File: src/rtl/qslsf_pkg.sv
// ----------------------------------------------------------------------------
// qslsf_pkg
// Shared widths, item types and term tables of the quadratic surface fit.
// ----------------------------------------------------------------------------
package qslsf_pkg;

  localparam int NTERMS         = 6;
  localparam int NCOLS          = 7;
  localparam int NMONO          = 15;
  localparam int NSUMS          = 21;
  localparam int COORD_W        = 10;
  localparam int TGT_W          = 12;
  localparam int MON_W          = 4 * COORD_W;
  localparam int TERM_W         = 2 * COORD_W;
  localparam int FRAC_BITS      = 40;
  localparam int COEF_W         = 64;
  localparam int IDX_W          = 3;
  localparam int SUM_IDX_W      = 5;
  localparam int MAX_POINTS_DEF = 64;

  // Calibration point after classification by the front
  typedef struct packed {
    logic [COORD_W-1:0] eye_x;
    logic [COORD_W-1:0] eye_y;
    logic [TGT_W-1:0]   target;
    logic               accum;
    logic               last;
    logic               enough;
  } pt_t;

  // One fitted coefficient
  typedef struct packed {
    logic signed [COEF_W-1:0] coefficient;
    logic [IDX_W-1:0]         coeff_index;
    logic                     singular;
    logic                     last_coeff;
  } res_t;

  // Power of x of each fitted term: 1, x, x^2, xy, y, y^2
  function automatic logic [2:0] term_a(input logic [IDX_W-1:0] t);
    logic [2:0] r;
    case (t)
      3'd1:    r = 3'd1;
      3'd2:    r = 3'd2;
      3'd3:    r = 3'd1;
      default: r = 3'd0;
    endcase
    return r;
  endfunction

  // Power of y of each fitted term
  function automatic logic [2:0] term_b(input logic [IDX_W-1:0] t);
    logic [2:0] r;
    case (t)
      3'd3:    r = 3'd1;
      3'd4:    r = 3'd1;
      3'd5:    r = 3'd2;
      default: r = 3'd0;
    endcase
    return r;
  endfunction

  // Moments are grouped by power of y, power of x rising within a group
  function automatic logic [SUM_IDX_W-1:0] mono_idx(input logic [2:0] a, input logic [2:0] b);
    logic [SUM_IDX_W-1:0] base;
    case (b)
      3'd1:    base = 5'd5;
      3'd2:    base = 5'd9;
      3'd3:    base = 5'd12;
      3'd4:    base = 5'd14;
      default: base = 5'd0;
    endcase
    return base + SUM_IDX_W'(a);
  endfunction

  // Power of x of a moment index
  function automatic logic [2:0] mono_a(input logic [SUM_IDX_W-1:0] m);
    logic [2:0] r;
    case (m)
      5'd1, 5'd6, 5'd10, 5'd13: r = 3'd1;
      5'd2, 5'd7, 5'd11:        r = 3'd2;
      5'd3, 5'd8:               r = 3'd3;
      5'd4:                     r = 3'd4;
      default:                  r = 3'd0;
    endcase
    return r;
  endfunction

  // Sum that seeds one entry of the augmented normal matrix
  function automatic logic [SUM_IDX_W-1:0] load_idx(input logic [IDX_W-1:0] r,
                                                   input logic [IDX_W-1:0] c);
    logic [SUM_IDX_W-1:0] v;
    if (c == IDX_W'(NTERMS)) begin
      v = SUM_IDX_W'(NMONO) + SUM_IDX_W'(r);
    end else begin
      v = mono_idx(term_a(r) + term_a(c), term_b(r) + term_b(c));
    end
    return v;
  endfunction

endpackage

File: src/rtl/qslsf_front.sv
// ----------------------------------------------------------------------------
// qslsf_front
// Accepts calibration points, counts them and tags each one: accumulate or
// drop past the point limit, end of set, enough points for a solve.
// ----------------------------------------------------------------------------
module qslsf_front #(
  parameter int MAX_POINTS = qslsf_pkg::MAX_POINTS_DEF
) (
  input  logic                            clk,
  input  logic                            rst_n,
  input  logic                            push,
  input  logic [qslsf_pkg::COORD_W-1:0]   eye_x,
  input  logic [qslsf_pkg::COORD_W-1:0]   eye_y,
  input  logic [qslsf_pkg::TGT_W-1:0]     target,
  input  logic                            last_point,
  input  logic                            q_full,
  output logic                            q_push,
  output qslsf_pkg::pt_t                  q_data
);

  import qslsf_pkg::*;

  localparam int CW = $clog2(MAX_POINTS + 1);

  logic [CW-1:0] count_r, count_nxt, count_after;
  logic          accum;

  // Classify the point against the running count
  assign accum       = (count_r < CW'(MAX_POINTS));
  assign count_after = accum ? count_r + 1'b1 : count_r;
  assign count_nxt   = last_point ? '0 : count_after;
  assign q_push      = push && !q_full;

  always_comb begin
    q_data.eye_x  = eye_x;
    q_data.eye_y  = eye_y;
    q_data.target = target;
    q_data.accum  = accum;
    q_data.last   = last_point;
    q_data.enough = (count_after >= CW'(NTERMS));
  end

  // Advance the count on each accumulated point, restart after the last point of a set
  always_ff @(posedge clk) begin
    if (!rst_n) begin
      count_r <= '0;
    end else if (q_push) begin
      count_r <= count_nxt;
    end
  end

endmodule

File: config.mk
export PLATFORM = sky130hd
export DESIGN_NAME = qslsf_front
export DESIGN_NICKNAME = d
export VERILOG_FILES = /design/src/rtl/qslsf_pkg.sv /design/src/rtl/qslsf_front.sv
export SDC_FILE = /design/constraint.sdc
export NUM_CORES = 1
export LEC_CHECK = 0
export BUFFER_PORTS_ARGS = -buffer_cell sky130_fd_sc_hd__buf_2
export CORE_MARGIN = 2
export CORE_UTILIZATION = 32
export CTS_BUF_LIST = sky130_fd_sc_hd__clkbuf_8
export DETAILED_ROUTE_END_ITERATION = 7
export PLACE_DENSITY = 0.9
export SYNTH_ARGS = -nofsm -noshare
export SYNTH_HDL_FRONTEND = slang
export SYNTH_SLANG_ARGS = --single-unit
File: constraint.sdc
create_clock -name clk -period 1.2 [get_ports clk]
set_input_delay 0.06 -clock clk [delete_from_list [all_inputs] [get_ports clk]]
set_output_delay 0.06 -clock clk [all_outputs]
set_load 0.02 [all_outputs]
After elaboration in Yosys (flattened, before gate mapping) --
Cells that the tools add are included.
Storage, ports and cells: flip-flop bits (word level) 7, bits of input ports 37, word-level logic and storage cells 8
Cells by class: add/sub/neg operators 1, $lt $le $gt $ge 2, multiplexer cells 2, reduce and logical (&&, ||, !) cells 2
Operators by type and width (number):
- two-way mux 7 bit | 2
- adder 7 x 1 -> 7 bit, second input constant | 1
- >= comparator 7 x 3 -> 1 bit, second input constant | 1
- < comparator 7 bit, second input constant | 1
- logical AND 1 bit | 1
- logical NOT 1 bit | 1

Longest topological paths before layout --
Gate-level depths: netlist of run 1.
depth after elaboration 3, gate-level depth with buffers 5, gate-level depth less buffers 5

Worst setup path after synthesis of run 1 --
Ideal clock, no wire load.
kind register to output, from register count_r[0], to output port q_data[0] (netlist name), arrival time 1199 ps, setup slack -59 ps, cell stages (with the launch flop) 5, buffers on the path 0, path through dfxtp_1 -> ha_1 -> xor2_1 -> a221oi_1 -> nand3_1
RTL lines:
- start: declaration | line qslsf_front.sv:25 | logic [CW-1:0] count_r, count_nxt, count_after;
- start signal: assignment | line qslsf_front.sv:48 | count_r <= count_nxt;
- end: declaration | line qslsf_front.sv:18 | output qslsf_pkg::pt_t q_data

==> run summary, run 1 <==
Outcome: complete, but fails checks
Failing checks: setup timing
Post-DR wirelength/cell: 13.3 um
Uppermost routed layer: met4
Peak supply drop: 385 uV
Vias in the first global route: 424
Site row count: 16
DRT iter0 DRCs: 13
Syn Area/Cell: 7.95 um2
CTS Root Cell: clkbuf_8
GP Congestion: 0.805
Total CTS buffers: 3
Crit path largest cell delay: 0.33 ns
Clock-pin transition on the worst setup and hold timing paths: 0.04 ns
Tcrit/Tclk final: 1.23
Die area: 2470 um2
Top Registers: count_r (7)
Final Hold Vio Count: 0
Die extent in x: 49.7 um
Layout cells sized above 1: 0.358
Kind of critical path: reg -> out
Diodes inserted: 0
Core ar.: 1960 um2
Worst setup EP type: primary output
Reg2Reg Setup Slack: 0.03 ns
Cell Pwr Density: 1030 nW/um2
Largest register FFs: 7
Max Clock Skew: 0.00562 ns
Starting Density: 0.341
Sequential cell area: 146 um2
Initial antenna violation count: 0
Fillers: 232
Top delay family on crit path: flip-flops
Post-synth ARST share: 0
H-tree depth: 1
Crit path DAT: 1.41 ns
Ys flop type: dfxtp_1
Fmax: 680 MHz
CTS tree: built
Share of the synthesized area in the top cell type: 0.382
Port bufs: 8
Detail Route met3 WL: 133 um
Area of the multi-input gates: 278 um2
WL met2: 583 um
Ports: 73
Cells after Synth: 84
Critical path, cell by cell: ha_4, xor2_1, a221oi_1, nand3_1, buf_2
Max-slew headroom: 0.824
Slew @ Worst Pin: 0.264 ns
Met1 WL: 490 um
Slew Viols, Final: 0
First-pass GRT wire length: 1840 um
Via density: 5.06
Largest net degree at the start of global routing: 9
Critical Path Fanout Max: 3
Total Wirelength: 1250 um
Most flop-heavy register: count_r
Slowest stage cell, crit path: dfxtp_2
Die Span Y: 49.7 um
Count of different cell masters after synthesis: 28
DRC errors left: 0
DP Worst Slack: -0.0877 ns
Synthesized area: 668 um2
Worst setup margin: -0.270 ns
Cell taking the most area after synthesis: buf_4
Total number of vias: 476
Kind of start point of the critical path: flip-flop
CTS Buffer Depth: 2
Area grow syn2layout: -10.9%
Clk Latency, worst-skew pair: 0.23 ns
CP required: 1.14 ns
Layout Cells excl Fill: 94
Register area share after synthesis: 0.210
MaxCap Viol Count: 0
Shortest period the worst path allows: 1.47 ns
Syn Nets: 122
Final setup violation count: 1
Grt total ovfl: 0
Post-synth EDFFs: 0
Area contributors post-synth: buf_4 (38%), dfxtp_1 (21%), mux2i_1 (3.0%)
Warnings from Yosys: 0
# clock sinks: 7
Antenna Nets Post-Route: 0
Detailed Routing Iterations Pass 1: 4
DP Cell Count: 89
Buf+Inv Stages, Crit Path: 1
Hold_buf cts: 0
Yosys reg bits: 7
P_leak: 0.000251 uW
Type of the worst min-delay path: in -> reg
DP HPWL: 886 um
Overall global routing resource usage: 0.103
Final #Nets: 106
Unrepaired setup endpoints after global routing: yes
-- placed cells by master (no fill, tap or decap), types with 2 or more instances in the layout --
cell type | synthesis | routed
a21boi_0 | 2 | 2
dfxtp_2 | 0 | 2
o21ai_0 | 2 | 2
mux2i_1 | 2 | 2
nor2_1 | 4 | 4
dfxtp_1 | 7 | 4
nand3_1 | 4 | 3
nand2b_1 | 2 | 2
buf_2 | 0 | 8
clkbuf_8 | 0 | 3
inv_1 | 2 | 3
nand2_1 | 4 | 4
nor2b_1 | 2 | 2
a21oi_1 | 3 | 3
buf_4 | 34 | 6
-- cell usage after synthesis, drive strengths merged, types with 2 or more instances --
master	count
buf	35
dfxtp	7
nand2	4
nand3	4
nor2	4
a21boi	3
a21oi	3
o21ai	3
inv	2
mux2i	2
nand2b	2
nor2b	2
-- power breakdown --
group | leakage (uW) | internal, uW | switching [uW]
combinational | 0.000165 | 18.7 | 27.3
sequential | 0.0000582 | 234 | 2.21
clock | 0.0000269 | 222 | 110
-- final cells by class --
type | count | area share
multi-input cells | 40 | 0.466
flip-flops and latches | 7 | 0.246
repair buffers | 14 | 0.143
clock buffers | 3 | 0.0693
well taps | 27 | 0.0567
inverters | 2 | 0.0126
clock inverters | 1 | 0.00630
-- kinds of logic after synthesis --
kind of cell	synth area share
buffers and inverters	0.410
AND/OR/NAND/NOR	0.169
multiplexers	0.0300
adder cells (fa/ha/maj)	0.0187
flip-flops	0.210
AO/OA/AOI/OAI	0.150
XOR/XNOR	0.0131
-- worst paths after layout --
kind         startpoint    endpoint  cells after the start
max reg2reg  count_r[1]  count_r[5]                      5
min               rst_n  count_r[6]                      3
max          count_r[1]   q_data[0]                      5
min reg2reg  count_r[2]  count_r[2]                      2
-- through the flow --
step | hold WS (ns) | total power [uW] | instance area (um2) | TNS, ns | utilization
after floorplan | 0.176 | 421 | 671 | 0 | -
after global placement | 0.120 | 282 | 515 | -0.0476 | 0.263
after detailed placement | 0.120 | 284 | 515 | -0.157 | 0.263
after CTS | 0.113 | 616 | 563 | -0.329 | 0.287
after global routing | 0.120 | 640 | 596 | -0.338 | 0.304
final | 0.118 | 614 | 596 | -0.270 | 0.304
-- routing by layer --
layer | global-route usage | up-vias
met1 | 0.109 | 224
met4 | 0.0880 | 0
li1 | - | 222
met3 | 0.0576 | 7
met2 | 0.144 | 23
met5 | 0 | -
-- what timing repair did --
action / in CTS / in global routing
setup buffers: 0 / 1
resized for setup: 3 / 6
setup endpoints to repair: 2 / 4
pin swaps: 0 / 3
-- worst reg2reg max path, stage by stage (launching register included) --
cell and delay [ns]:
dfxtp_2 0.33, and4b_2 0.26, buf_4 0.15, a31oi_1 0.12, o21ai_1 0.07, a21boi_1 0.15
No activity file was read; power rests on OpenSTA's default activity.
==> run 2, diff against run 1 <==
==> config.mk (replaced) <==
export PLATFORM = sky130hd
export DESIGN_NAME = qslsf_front
export DESIGN_NICKNAME = d
export VERILOG_FILES = /design/src/rtl/qslsf_pkg.sv /design/src/rtl/qslsf_front.sv
export SDC_FILE = /design/constraint.sdc
export NUM_CORES = 1
export LEC_CHECK = 0
export CORE_AREA = 2 2 39 41
export CTS_BUF_LIST = sky130_fd_sc_hd__clkbuf_8
export DETAILED_ROUTE_END_ITERATION = 7
export DIE_AREA = 0 0 41 43
export DONT_BUFFER_PORTS = 1
export PLACE_DENSITY = 0.68
export SYNTH_ARGS = -nofsm -noshare
export SYNTH_HDL_FRONTEND = slang
export SYNTH_SLANG_ARGS = --single-unit
==> run summary, run 2 (synthesized netlist as in run 1, its figures left out) <==
Outcome: complete, but fails checks
Failing checks: setup timing
Final Hold Vio Count: 0
DP Cell Count: 73
Layout Cells excl Fill: 81
Worst Hold Path Cells: 3
CP required: 1.14 ns
Max Clock Skew: 0.00376 ns
# clock sinks: 7
Kind of start point of the critical path: flip-flop
Die Span Y: 43 um
CTS Buffer Depth: 2
Slew Viols, Final: 0
Total Wirelength: 1400 um
Reg2Reg Setup Slack: -0.12 ns
Top Registers: count_r (7)
First-pass GRT wire length: 1910 um
Grt total ovfl: 0
Kind of critical path: reg -> out
Via density: 5.74
Fillers: 138
Post-DR wirelength/cell: 17.2 um
Die extent in x: 41 um
Starting Density: 0.483
Sum Neg Setup Slack: -0.380 ns
Antenna Nets Post-Route: 0
H-tree depth: 1
Final #Nets: 104
Commonest non-fill, non-tap cell in the layout: buf_4
Ports: 73
Worst setup EP type: primary output
Site row count: 14
Initial antenna violation count: 0
Type of the worst min-delay path: in -> reg
Largest net degree at the start of global routing: 9
Area of the multi-input gates: 300 um2
Slew @ Worst Pin: 0.294 ns
Worst reg2reg path depth: 6
Peak supply drop: 320 uV
DP HPWL: 863 um
Unrepaired setup endpoints after global routing: yes
Die area: 1760 um2
Total number of vias: 465
Crit path DAT: 1.39 ns
Layout cells sized above 1: 0.415
Overall global routing resource usage: 0.164
CTS Root Cell: clkbuf_8
Largest register FFs: 7
Tcrit/Tclk final: 1.21
Most frequent cells in the layout: buf_4 (8), dfxtp_2 (5), nand2_1 (4), nor2_1 (4)
Crit Reg-Reg Startpoint: count_r[0]
Shortest period the worst path allows: 1.45 ns
Clk Latency, worst-skew pair: 0.23 ns
Max-slew headroom: 0.804
Fmax: 689 MHz
Min-Delay Startpoint: last_point
Total CTS buffers: 3
Sequential cell area: 146 um2
Area grow syn2layout: -6.74%
DRT iter0 DRCs: 6
Worst setup margin: -0.250 ns
P_leak: 0.000263 uW
Detailed Routing Iterations Pass 1: 4
Clock-pin transition on the worst setup and hold timing paths: 0.04 ns
DRC errors left: 0
Final setup violation count: 4
Diodes inserted: 0
Most flop-heavy register: count_r
GP Congestion: 0.714
Vias in the first global route: 433
Hold endpoint: count_r[4]
Port bufs: 0
Power Total: 609 uW
Reg-to-Reg End: count_r[3]
Critical Path Fanout Max: 3
Core ar.: 1380 um2
MaxCap Viol Count: 0
CTS tree: built
Cell Pwr Density: 977 nW/um2
-- run 2: power breakdown --
part	switching, uW	leakage [uW]	internal (uW)
combinational	21.5	0.000177	17.8
sequential	2.33	0.0000590	236
clock	110	0.0000269	222
-- run 2: worst max-delay path by stage --
stage / start / endpoint / slack (ns) / cells after the start
final: count_r[1] / q_data[0] / -0.25 / 4
after global routing: count_r[1] / q_data[0] / -0.28 / 4
after CTS: count_r[1] / q_data[0] / -0.21 / 4
after detailed placement: count_r[1] / q_data[0] / -0.06 / 3
after global placement: count_r[1] / q_data[0] / -0.02 / 4
after floorplan: count_r[0] / q_data[0] / 0.02 / 4
-- run 2: metal layers --
layer,share of wire,up-vias,global-route usage
met2,0.53,19,0.269
li1,-,217,-
met3,0.073,6,0.0366
met4,0.010,0,0.120
met5,0,-,0
met1,0.39,223,0.168
-- run 2: worst max-delay path, stage by stage, from the launching register on --
cell and delay (ns):
dfxtp_2 0.33, ha_4 0.17, xor2_2 0.15, a221oi_2 0.32, nand3_2 0.19
-- run 2: area by class of cell --
class	instances	share of cell area
timing repair buffer	12	0.167
multi-input combinational	40	0.482
sequential	7	0.235
inverter	2	0.0120
clock inverter	1	0.00602
tap	16	0.0321
clock buffer	3	0.0663
-- run 2: repair_timing --
action                                 4_1_cts  5_1_grt
pin swaps                                    3        2
cloned                                       0        0
hold buffers                                 1        0
setup endpoints to repair                    2        7
resized for setup                           10        9
setup buffers                                2        1
endpoints found under the hold margin        7        0
-- run 2: metrics by stage --
| stage | util | hold WS, ns | area [um2] | setup slack, ns |
|---|---|---|---|---|
| detailed placement | 0.350 | 0.120 | 484 | -0.0626 |
| finish | 0.450 | 0.0309 | 623 | -0.250 |
| global placement | 0.350 | 0.120 | 484 | -0.0217 |
| global route | 0.450 | 0.0594 | 623 | -0.280 |
| floorplan | - | 0.176 | 671 | 0.0212 |
| CTS | 0.430 | 0.0542 | 596 | -0.212 |
