**config.mk**
```make
export PLATFORM = sky130hd
export DESIGN_NAME = qslsf_fifo
export DESIGN_NICKNAME = d
export VERILOG_FILES = /design/src/rtl/qslsf_fifo.sv
export SDC_FILE = /design/constraint.sdc
export NUM_CORES = 1
export LEC_CHECK = 0
export BUFFER_PORTS_ARGS = -buffer_cell sky130_fd_sc_hd__clkbuf_2
export CELL_PAD_IN_SITES_DETAIL_PLACEMENT = 1
export CELL_PAD_IN_SITES_GLOBAL_PLACEMENT = 1
export CORE_MARGIN = 2
export CORE_UTILIZATION = 46
export CTS_BUF_LIST = sky130_fd_sc_hd__clkbuf_4 sky130_fd_sc_hd__clkbuf_8
export CTS_CLUSTER_SIZE = 40
export DETAILED_ROUTE_END_ITERATION = 8
export GPL_TIMING_DRIVEN = 0
export MAX_ROUTING_LAYER = met4
export PLACE_DENSITY = 0.92
export RECOVER_POWER = 25
export REMOVE_ABC_BUFFERS = 1
export SYNTH_ARGS = -nofsm -noshare
export SYNTH_HDL_FRONTEND = slang
export SYNTH_SLANG_ARGS = --single-unit
```
**constraint.sdc**
```tcl
create_clock -name clk -period 3.8 [get_ports clk]
set_input_delay 0.76 -clock clk [delete_from_list [all_inputs] [get_ports clk]]
set_output_delay 0.76 -clock clk [all_outputs]
set_load 0.02 [all_outputs]
```
**src/rtl/qslsf_fifo.sv**
```systemverilog
// ----------------------------------------------------------------------------
// qslsf_fifo
// Small first-in first-out queue with full and empty flags.
// ----------------------------------------------------------------------------
module qslsf_fifo #(
  parameter int WIDTH = 8,
  parameter int DEPTH = 2
) (
  input  logic             clk,
  input  logic             rst_n,
  input  logic             push,
  input  logic [WIDTH-1:0] wdata,
  output logic             full,
  input  logic             pop,
  output logic [WIDTH-1:0] rdata,
  output logic             empty
);

  localparam int PW = (DEPTH > 1) ? $clog2(DEPTH) : 1;
  localparam int CW = $clog2(DEPTH + 1);

  logic [WIDTH-1:0] store_r [DEPTH];
  logic [PW-1:0]    wp_r, rp_r;
  logic [CW-1:0]    cnt_r;
  logic             do_push, do_pop;

  assign full    = (cnt_r == CW'(DEPTH));
  assign empty   = (cnt_r == '0);
  assign do_push = push && !full;
  assign do_pop  = pop && !empty;
  assign rdata   = store_r[rp_r];

  // Hold entries, advance pointers
  always_ff @(posedge clk) begin
    if (!rst_n) begin
      wp_r  <= '0;
      rp_r  <= '0;
      cnt_r <= '0;
    end else begin
      if (do_push) begin
        store_r[wp_r] <= wdata;
        wp_r          <= (wp_r == PW'(DEPTH - 1)) ? '0 : wp_r + 1'b1;
      end
      if (do_pop) begin
        rp_r <= (rp_r == PW'(DEPTH - 1)) ? '0 : rp_r + 1'b1;
      end
      if (do_push && !do_pop) begin
        cnt_r <= cnt_r + 1'b1;
      end else if (do_pop && !do_push) begin
        cnt_r <= cnt_r - 1'b1;
      end
    end
  end

endmodule

```
# == Word level (Yosys, flattened, before mapping) ==
# Memories as Yosys holds them, arrays and structs flattened. A register that Yosys moved wholly into a read port is not among the register bits.
# Index checks and enable logic that the tools add are counted.
# word_totals
regBits,4
ramBits,16
inputBits,12
output_inout_bits,10
wordCells,28
n_memories,1
# classes
add_sub_neg,4
n_eq_ne,1
n_mux,9
reduce_logical,10
# mem_list
name,words,word_bits,read_ports,rd_ports_with_merged_regs,write_ports,line_no,text
store_r,2,8,1,1,1,22,logic [WIDTH-1:0] store_r [DEPTH];
# op_table
op,n
$mux 1,7
$logic_and 1x1->1,4
$logic_not 1->1,4
$mux 2,2
$add 1x1->1 const B,2
$add 2x1->2 const B,1
$eq 2x2->1 const B,1
$logic_not 2->1,1
$reduce_bool 2->1,1
$sub 2x1->2 const B,1

# == Logic depth before layout (Yosys ltp) ==
# Gate-level depths: netlist of run 1.
# logic_depth
depth_word,7
ltp_mapped,6
depth_no_buf,6

# == Worst setup path after synthesis of run 1 ==
# OpenSTA, ideal clock, no wires.
# synth_timing
path_type,in2reg
start,input port push
end,memory store_r[0][0] (enable)
setup_ns,0.398
arrival_ns,1.790
required_time_ns,3.402
path_slack_ns,1.612
path_stages,2
n_path_buf,0
path_cell_list,inv_1 -> nor4b_1
# synth_between
elab_chain_len,4
# synth_lines
item,line_no,text
"start, declared",11,"input logic push,"
$logic_and 1x1->1,29,assign do_push = push && !full;
$mux 1,40,if (do_push) begin
$mux 1,35,if (!rst_n) begin
$mux 1 (not written as such),41,store_r[wp_r] <= wdata;
"end, declared",22,
# Every way passes these cells.

==> results of run 1 <==
==> sequential cells by signal, summed over array words and instances, names as in the netlist, named ones only <==
signal and flops:
wp_r 1, store_r 16, rp_r 1, cnt_r 2
==> where the power goes <==
part           total (mW)  switching [mW]  internal, mW
Clock               0.105          0.0652        0.0400
Sequential          0.311          0.0299         0.281
Combinational       0.204           0.111        0.0926
==> worst min-delay path: cells and delay by family (launching register included) <==
family / cells / cell delay [ns]
flip-flops: 1 / 0.35
AO/OA/AOI/OAI: 2 / 0.15
==> cells in the mapped netlist, types with 2 or more instances <==
master and instances:
o21ai_0 2, nor2_1 2, a21boi_1 2, mux2_2 8, xnor2_1 2, or3_1 2, and2_1 3, edfxtp_1 16
dfxtp_1 5
==> cells by family (layout without fill, tap and decap cells) <==
logic type	count (synthesis)	after routing	synth area share, %
AOI/OAI and AO/OA	5	5	3.703
xor gates and xnor gates	3	3	3.241
and+or+nand+nor	10	10	7.717
buffers and inverters	2	26	1.079
adders and majority gates	1	1	1.543
muxes	8	8	11.11
DFF	21	21	71.61
==> metrics by stage <==
step                std cells  instance area, um2
floorplan                  49               805.8
global placement           87               932.1
detailed placement         87               938.4
CTS                        91               968.4
global route               91               963.4
finish                     91               963.4
==> metal layers <==
layer / vias up / track usage, %
met2: 12 / 25.83
met3: 2 / 5.556
li1: 236 / -
met5: - / -
met4: 0 / 10.29
met1: 232 / 16.24
==> cell type report <==
type,instances,area (um2)
clock buffers,3,22.52
fillers,181,725.7
flip-flops and latches,21,580.6
multi-input cells,27,227.7
repair buffers,21,100.1
clock inverters,1,7.507
well taps,17,21.27
inverters,1,3.754
==> worst max path at each step <==
stage,to,slack (ns),cells after the start
3_5_place_dp,store_r[0][4]$_DFFE_PP_,1.69,3
5_1_grt,rdata[5],1.57,2
6_report,rdata[5],1.67,2
4_1_cts,rdata[5],1.63,2
2_1_floorplan,store_r[0][0]$_DFFE_PP_,1.61,2
3_3_place_gp,store_r[0][3]$_DFFE_PP_,1.15,3
==> key figures, run 1 <==
Routing
  • Drt first pass iters: 2
  • DRT met1 WL: 558 um
  • Vias/cell: about 5.3
  • DR iter-0 viols: 6
  • Met3 wire length: about 70 um
  • Top routing layer in use: met4
  • Final ANT Viol Nets: 0
  • DR vias: about 480
  • Routed WL: 1408 um
  • DRC Markers: 0
  • WL per Instance: 15.47 um
  • Length of routed met2 wiring: 767 um

Worst setup path
  • CP endpoint kind: primary output
  • RR Startpoint: cnt_r[0]$_SDFFE_PN0P_
  • Cells along the critical path: mux2_2, clkbuf_2
  • Nature of the critical path startpoint: flop
  • Crit Path Category: reg -> out
  • Critical path arrival: 1.37 ns
  • Critical Path RT: approximately 3.0 ns
  • Crit path buf inv count: 1
  • Critical Path Fanout Max: 8
  • R2r setup slk: 2.10 ns
  • Family with the most delay on the worst path: flip-flops
  • Max incr delay on CP: 0.54 ns
  • Reg2Reg Capture Point: store_r[0][5]$_DFFE_PP_
  • Crit-path slowest cell: dfxtp_1
  • R2R cell count: 2

Clocking
  • Post-cts resize count: 0
  • CTS Buf Count: 3
  • Setup Fix Bufs, Post-CTS: 0
  • Longest Clk Path Bufs: 2
  • Sink Count: 21
  • Clk_lat worst skew: 0.30 ns
  • Clk root buf: clkbuf_4
  • H-Tree Depth: 1
  • CTS Hold Bufs: 0
  • Clk slew on worst S/H paths: 0.11 ns
  • CTS tree: built

STA
  • Slew HR: between 30% and 40%
  • Final hold slack: 0.5401 ns
  • RSZ-0062 raised after global routing: no
  • Fmax: 468.8 MHz
  • Setup Skew: 0.001783 ns
  • Tightest Pin Transition: 0.9051 ns
  • Fin Setup TNS: 0 ns
  • Final hold violations: 0
  • Minimum clock period: about 2.1 ns
  • Fin. max-slew vios: 0
  • Fin crit share: 56.13%
  • Final setup margin: 1.667 ns
  • Final setup vio count: 0

Logic synthesis
  • Seq cells post-synth: 21
  • Yosys top cell area share: approximately 59%
  • Number of flops mapped to enable cells by yosys: 16
  • Mapped Cells: 50
  • Avg Inst Size Synth: 16.22 um2
  • Cell taking the most area after synthesis: edfxtp_1
  • Netlist Area Pre-Place: 810.8 um2
  • Synth Flop Type: edfxtp_1
  • Sequential area share after synthesis: slightly above 70%
  • Area contributors post-synth: edfxtp_1, dfxtp_1, mux2_2
  • Synth cell types: 17
  • Yosys warnings: 0
  • Ys async rst share: 0%

Run
  • Max-Cap Viols: 0

Global routing
  • Global-route wire length before repair: ~2100 um
  • Vias in the first global route: ~480
  • Overflow after GRT: 0
  • Largest net degree at the start of global routing: 14
  • GRT Util Overall: 16.00%
  • Initial antenna violation count: 0

Place
  • Port Buf Inserts: 21
  • Detailed Place HPWL: approximately 1100 um
  • Final GP Congestion: between 0.6 and 0.7
  • Placement Setup Slack: 1.686 ns

Pwr
  • P per Cell Area: 643.2 mW/mm2
  • Total Power: 0.6197 mW
  • Worst vdd ir: 0.2962 mV
  • Static Leak: 0.3651 nW

Floorplanning
  • Core region area: around 0.0017 mm2
  • Die span in x: 45.98 um
  • Die height: 45.98 um
  • Ports: 22
  • Initial Util: 48.00%
  • Row cnt: 15
  • Die Area: 0.002114 mm2

Cells and area
  • Commonest non-fill, non-tap cell in the layout: clkbuf_2
  • Final nets: 88
  • Ant. Diodes: 0
  • Synth-to-layout area growth: 18.83%
  • Share of layout cells above drive strength 1: 41.89%
  • Finished Core Util: 57.04%
  • Most frequent cells in the layout: clkbuf_2, edfxtp_1, mux2_2, dfxtp_1, clkbuf_1

Worst hold path
  • Hold crit path type: reg -> reg
  • Worst Hold End: cnt_r[1]$_SDFFE_PN0P_
  • Worst hold stages: 2
  • Hold Crit Start: cnt_r[1]$_SDFFE_PN0P_

Run status
  • Status: completed
Note: power is estimated with default switching activity, not from simulation.
==> inputs of run 2 (changes only) <==
--- a/config.mk
+++ b/config.mk
@@ -9,13 +9,13 @@
 export CELL_PAD_IN_SITES_DETAIL_PLACEMENT = 1
 export CELL_PAD_IN_SITES_GLOBAL_PLACEMENT = 1
 export CORE_MARGIN = 2
-export CORE_UTILIZATION = 46
+export CORE_UTILIZATION = 43
 export CTS_BUF_LIST = sky130_fd_sc_hd__clkbuf_4 sky130_fd_sc_hd__clkbuf_8
 export CTS_CLUSTER_SIZE = 40
 export DETAILED_ROUTE_END_ITERATION = 8
 export GPL_TIMING_DRIVEN = 0
 export MAX_ROUTING_LAYER = met4
-export PLACE_DENSITY = 0.92
+export PLACE_DENSITY = 0.87
 export RECOVER_POWER = 25
 export REMOVE_ABC_BUFFERS = 1
 export SYNTH_ARGS = -nofsm -noshare
==> constraint.sdc (replaced) <==
create_clock -name clk -period 2.1 [get_ports clk]
set_input_delay 0.42 -clock clk [delete_from_list [all_inputs] [get_ports clk]]
set_output_delay 0.42 -clock clk [all_outputs]
set_load 0.02 [all_outputs]
==> run 2 against run 1 <==
Compared with the run above: via count up 0.21%; largest power group unchanged; routed wire length down 6.7%; global-route usage down 0.98 points; highest routed layer unchanged; die area up 6.4%; design area up 0.91%; sequential power up 81%; clock power up 86%; sequential cell count unchanged; critical path depth unchanged.
==> key figures, run 2 (synthesis results as in run 1) <==
STA
  • Tightest Pin Transition: 0.9203 ns (+0.01515 ns)
  • Fin crit share: a little under nine tenths
  • Setup Skew: 0.0005622 ns (-0.001221 ns)
  • Slew HR: 38.49% (-1.0 points)
  • Minimum clock period: roughly 1.8 ns
  • Final setup vio count: 0 (unchanged)
  • Fmax: ~550 MHz
  • RSZ-0062 raised after global routing: no
  • Final setup margin: 0.2904 ns (-1.377 ns)
  • Final hold violations: 0 (unchanged)
  • Fin. max-slew vios: 0 (unchanged)
  • Fin Setup TNS: 0 ns (unchanged)
  • Final hold slack: 0.3088 ns (-0.2314 ns)

Routing
  • DRC Markers: 0 (unchanged)
  • DR iter-0 viols: 8 (+2)
  • WL per Instance: 13.26 um (-14%)
  • Vias/cell: 4.879 (-7.9%)
  • Drt first pass iters: 3 (+1)
  • Routed WL: 1313 um (-6.7%)
  • DR vias: 483 (+0.21%)
  • Final ANT Viol Nets: 0 (unchanged)

Clocking
  • Clk slew on worst S/H paths: 0.10 ns (about the same)
  • CTS Buf Count: 3 (unchanged)
  • Clk_lat worst skew: 0.29 ns (about the same)
  • Post-cts resize count: 0 (unchanged)
  • H-Tree Depth: 1 (unchanged)
  • Longest Clk Path Bufs: 2 (unchanged)
  • CTS Hold Bufs: 0 (unchanged)
  • Setup Fix Bufs, Post-CTS: 0 (unchanged)
  • Clk root buf: clkbuf_4
  • CTS tree: built
  • Sink Count: 21 (unchanged)

Cells and area
  • Post-route insts no fill: 99 (+8.8%)
  • Max reg flops: 16 (unchanged)
  • Final nets: 88 (unchanged)
  • Synth-to-layout area growth: 19.91%
  • Finished Core Util: 55.70% (-1.3 points)
  • Fill count: 197 (+8.8%)
  • Ant. Diodes: 0 (unchanged)
  • Reg with most FFs: store_r
  • Fin area: 972.2 um2 (+0.91%)
  • Share of layout cells above drive strength 1: 40.54% (-1.4 points)
  • Largest regs: store_r x16, cnt_r x2
  • Most frequent cells in the layout: clkbuf_2, edfxtp_1, mux2_2, dfxtp_1, clkbuf_1

Pwr
  • Clock power frac: 17.5% (+0.5 points)
  • Switching power: 0.3556 mW (+73%)
  • P per Cell Area: 1149 mW/mm2 (+79%)
  • Logic pwr share: 32.1% (-0.8 points)
  • Sequential share of power: 50.5% (+0.3 points)
  • Switching share of power: 31.82% (-1.4 points)
  • Static Leak: 0.3666 nW (+0.41%)
  • Worst vdd ir: 0.6548 mV (+120%)
  • Total Power: 1.118 mW (+80%)
  • Int Pwr: 0.7619 mW (+84%)

Floorplanning
  • Die Area: 0.002249 mm2 (+6.4%)
  • Die span in x: 47.42 um (+3.1%)
  • Row cnt: 15 (unchanged)
  • Die height: 47.42 um (+3.1%)
  • Initial Util: 46.45% (-1.5 points)
  • Core region area: 0.001745 mm2 (+3.3%)
  • Ports: 22 (unchanged)

Place
  • Port Buf Inserts: 21 (unchanged)
  • Final GP Congestion: 0.6213 (-9.0%)
  • Post-Place Cells: 95 (+9.2%)
  • Area after DPL: 948.4 um2 (+1.1%)
  • Placement Setup Slack: 0.3080 ns (-1.378 ns)
  • Detailed Place HPWL: 985.1 um (-13%)

Global routing
  • Overflow after GRT: 0 (unchanged)
  • GRT Util Overall: 15.02% (-0.98 points)
  • Largest net degree at the start of global routing: 12 (-2)
  • Vias in the first global route: 475 (unchanged)
  • Initial antenna violation count: 0 (unchanged)
  • Global-route wire length before repair: 2056 um (-2.6%)

Worst setup path
  • Critical path arrival: 1.39 ns (+0.02 ns)
  • CP endpoint kind: primary output
  • RR Startpoint: cnt_r[0]$_SDFFE_PN0P_
  • Crit Path Category: reg -> out
  • Critical Path RT: 1.68 ns (-1.36 ns)
  • Nature of the critical path startpoint: flop
  • Critical Path Fanout Max: 8 (unchanged)
  • Reg2Reg Capture Point: store_r[0][6]$_DFFE_PP_
  • R2R cell count: 2 (unchanged)
  • R2r setup slk: 0.42 ns (-1.68 ns)

Run status
  • Status: completed

Worst hold path
  • Hold Crit Start: wdata[0]
  • Worst hold stages: 1 (-1)
  • Worst Hold End: store_r[1][0]$_DFFE_PP_
  • Hold crit path type: in -> reg

Run
  • Max-Cap Viols: 0 (unchanged)
[run 2: cell types whose count changed in the layout (fill, tap and decap cells not counted), sizes merged]
| cell | previous run | this run |
|---|---|---|
| clkbuf | 24 | 25 |
| clkinvlp | 1 | 0 |
[run 2: area by class of cell]
type	instances	area, um2	area share (%)
well taps	25	31.28	3.218
multi-input cells	27	227.7	23.42
flip-flops and latches	21	580.6	59.72
clock buffers	4	30.03	3.089
repair buffers	21	98.84	10.17
inverters	1	3.754	0.3861
[run 2: power groups by stage]
stage	combinational [mW]	clock, mW	sequential [mW]
CTS	0.367	0.208	0.566
global route	0.399	0.221	0.575
finish	0.359	0.195	0.564
global placement	0.347	0	0.570
floorplan	0.266	0	0.558
detailed placement	0.365	0	0.575
[run 2: metal layers]
| layer | track usage, % | wire length [um] | up-vias |
|---|---|---|---|
| met2 | 24.32 | 711 | 16 |
| met3 | 4.906 | 79 | 2 |
| met1 | 14.63 | 503 | 232 |
| met5 | - | 0 | - |
| met4 | 11.67 | 19 | 0 |
| li1 | - | - | 233 |
[run 2: worst max-delay path by stage]
stage | start | to | slack, ns | cells past startpoint
floorplan | cnt_r[0]$_SDFFE_PN0P_ | store_r[0][0]$_DFFE_PP_ | 0.22 | 2
CTS | flop | rdata[7] | 0.26 | 2
global route | flop | rdata[7] | 0.19 | 2
detailed placement | push | store_r[0][2]$_DFFE_PP_ | 0.31 | 3
finish | flop | rdata[7] | 0.29 | 2
global placement | push | store_r[0][6]$_DFFE_PP_ | -0.26 | 3
[run 2: critical path, cell delays in order, from the launching register on]
cell	delay (ns)
dfxtp_1	0.56
mux2_2	0.38
clkbuf_2	0.16
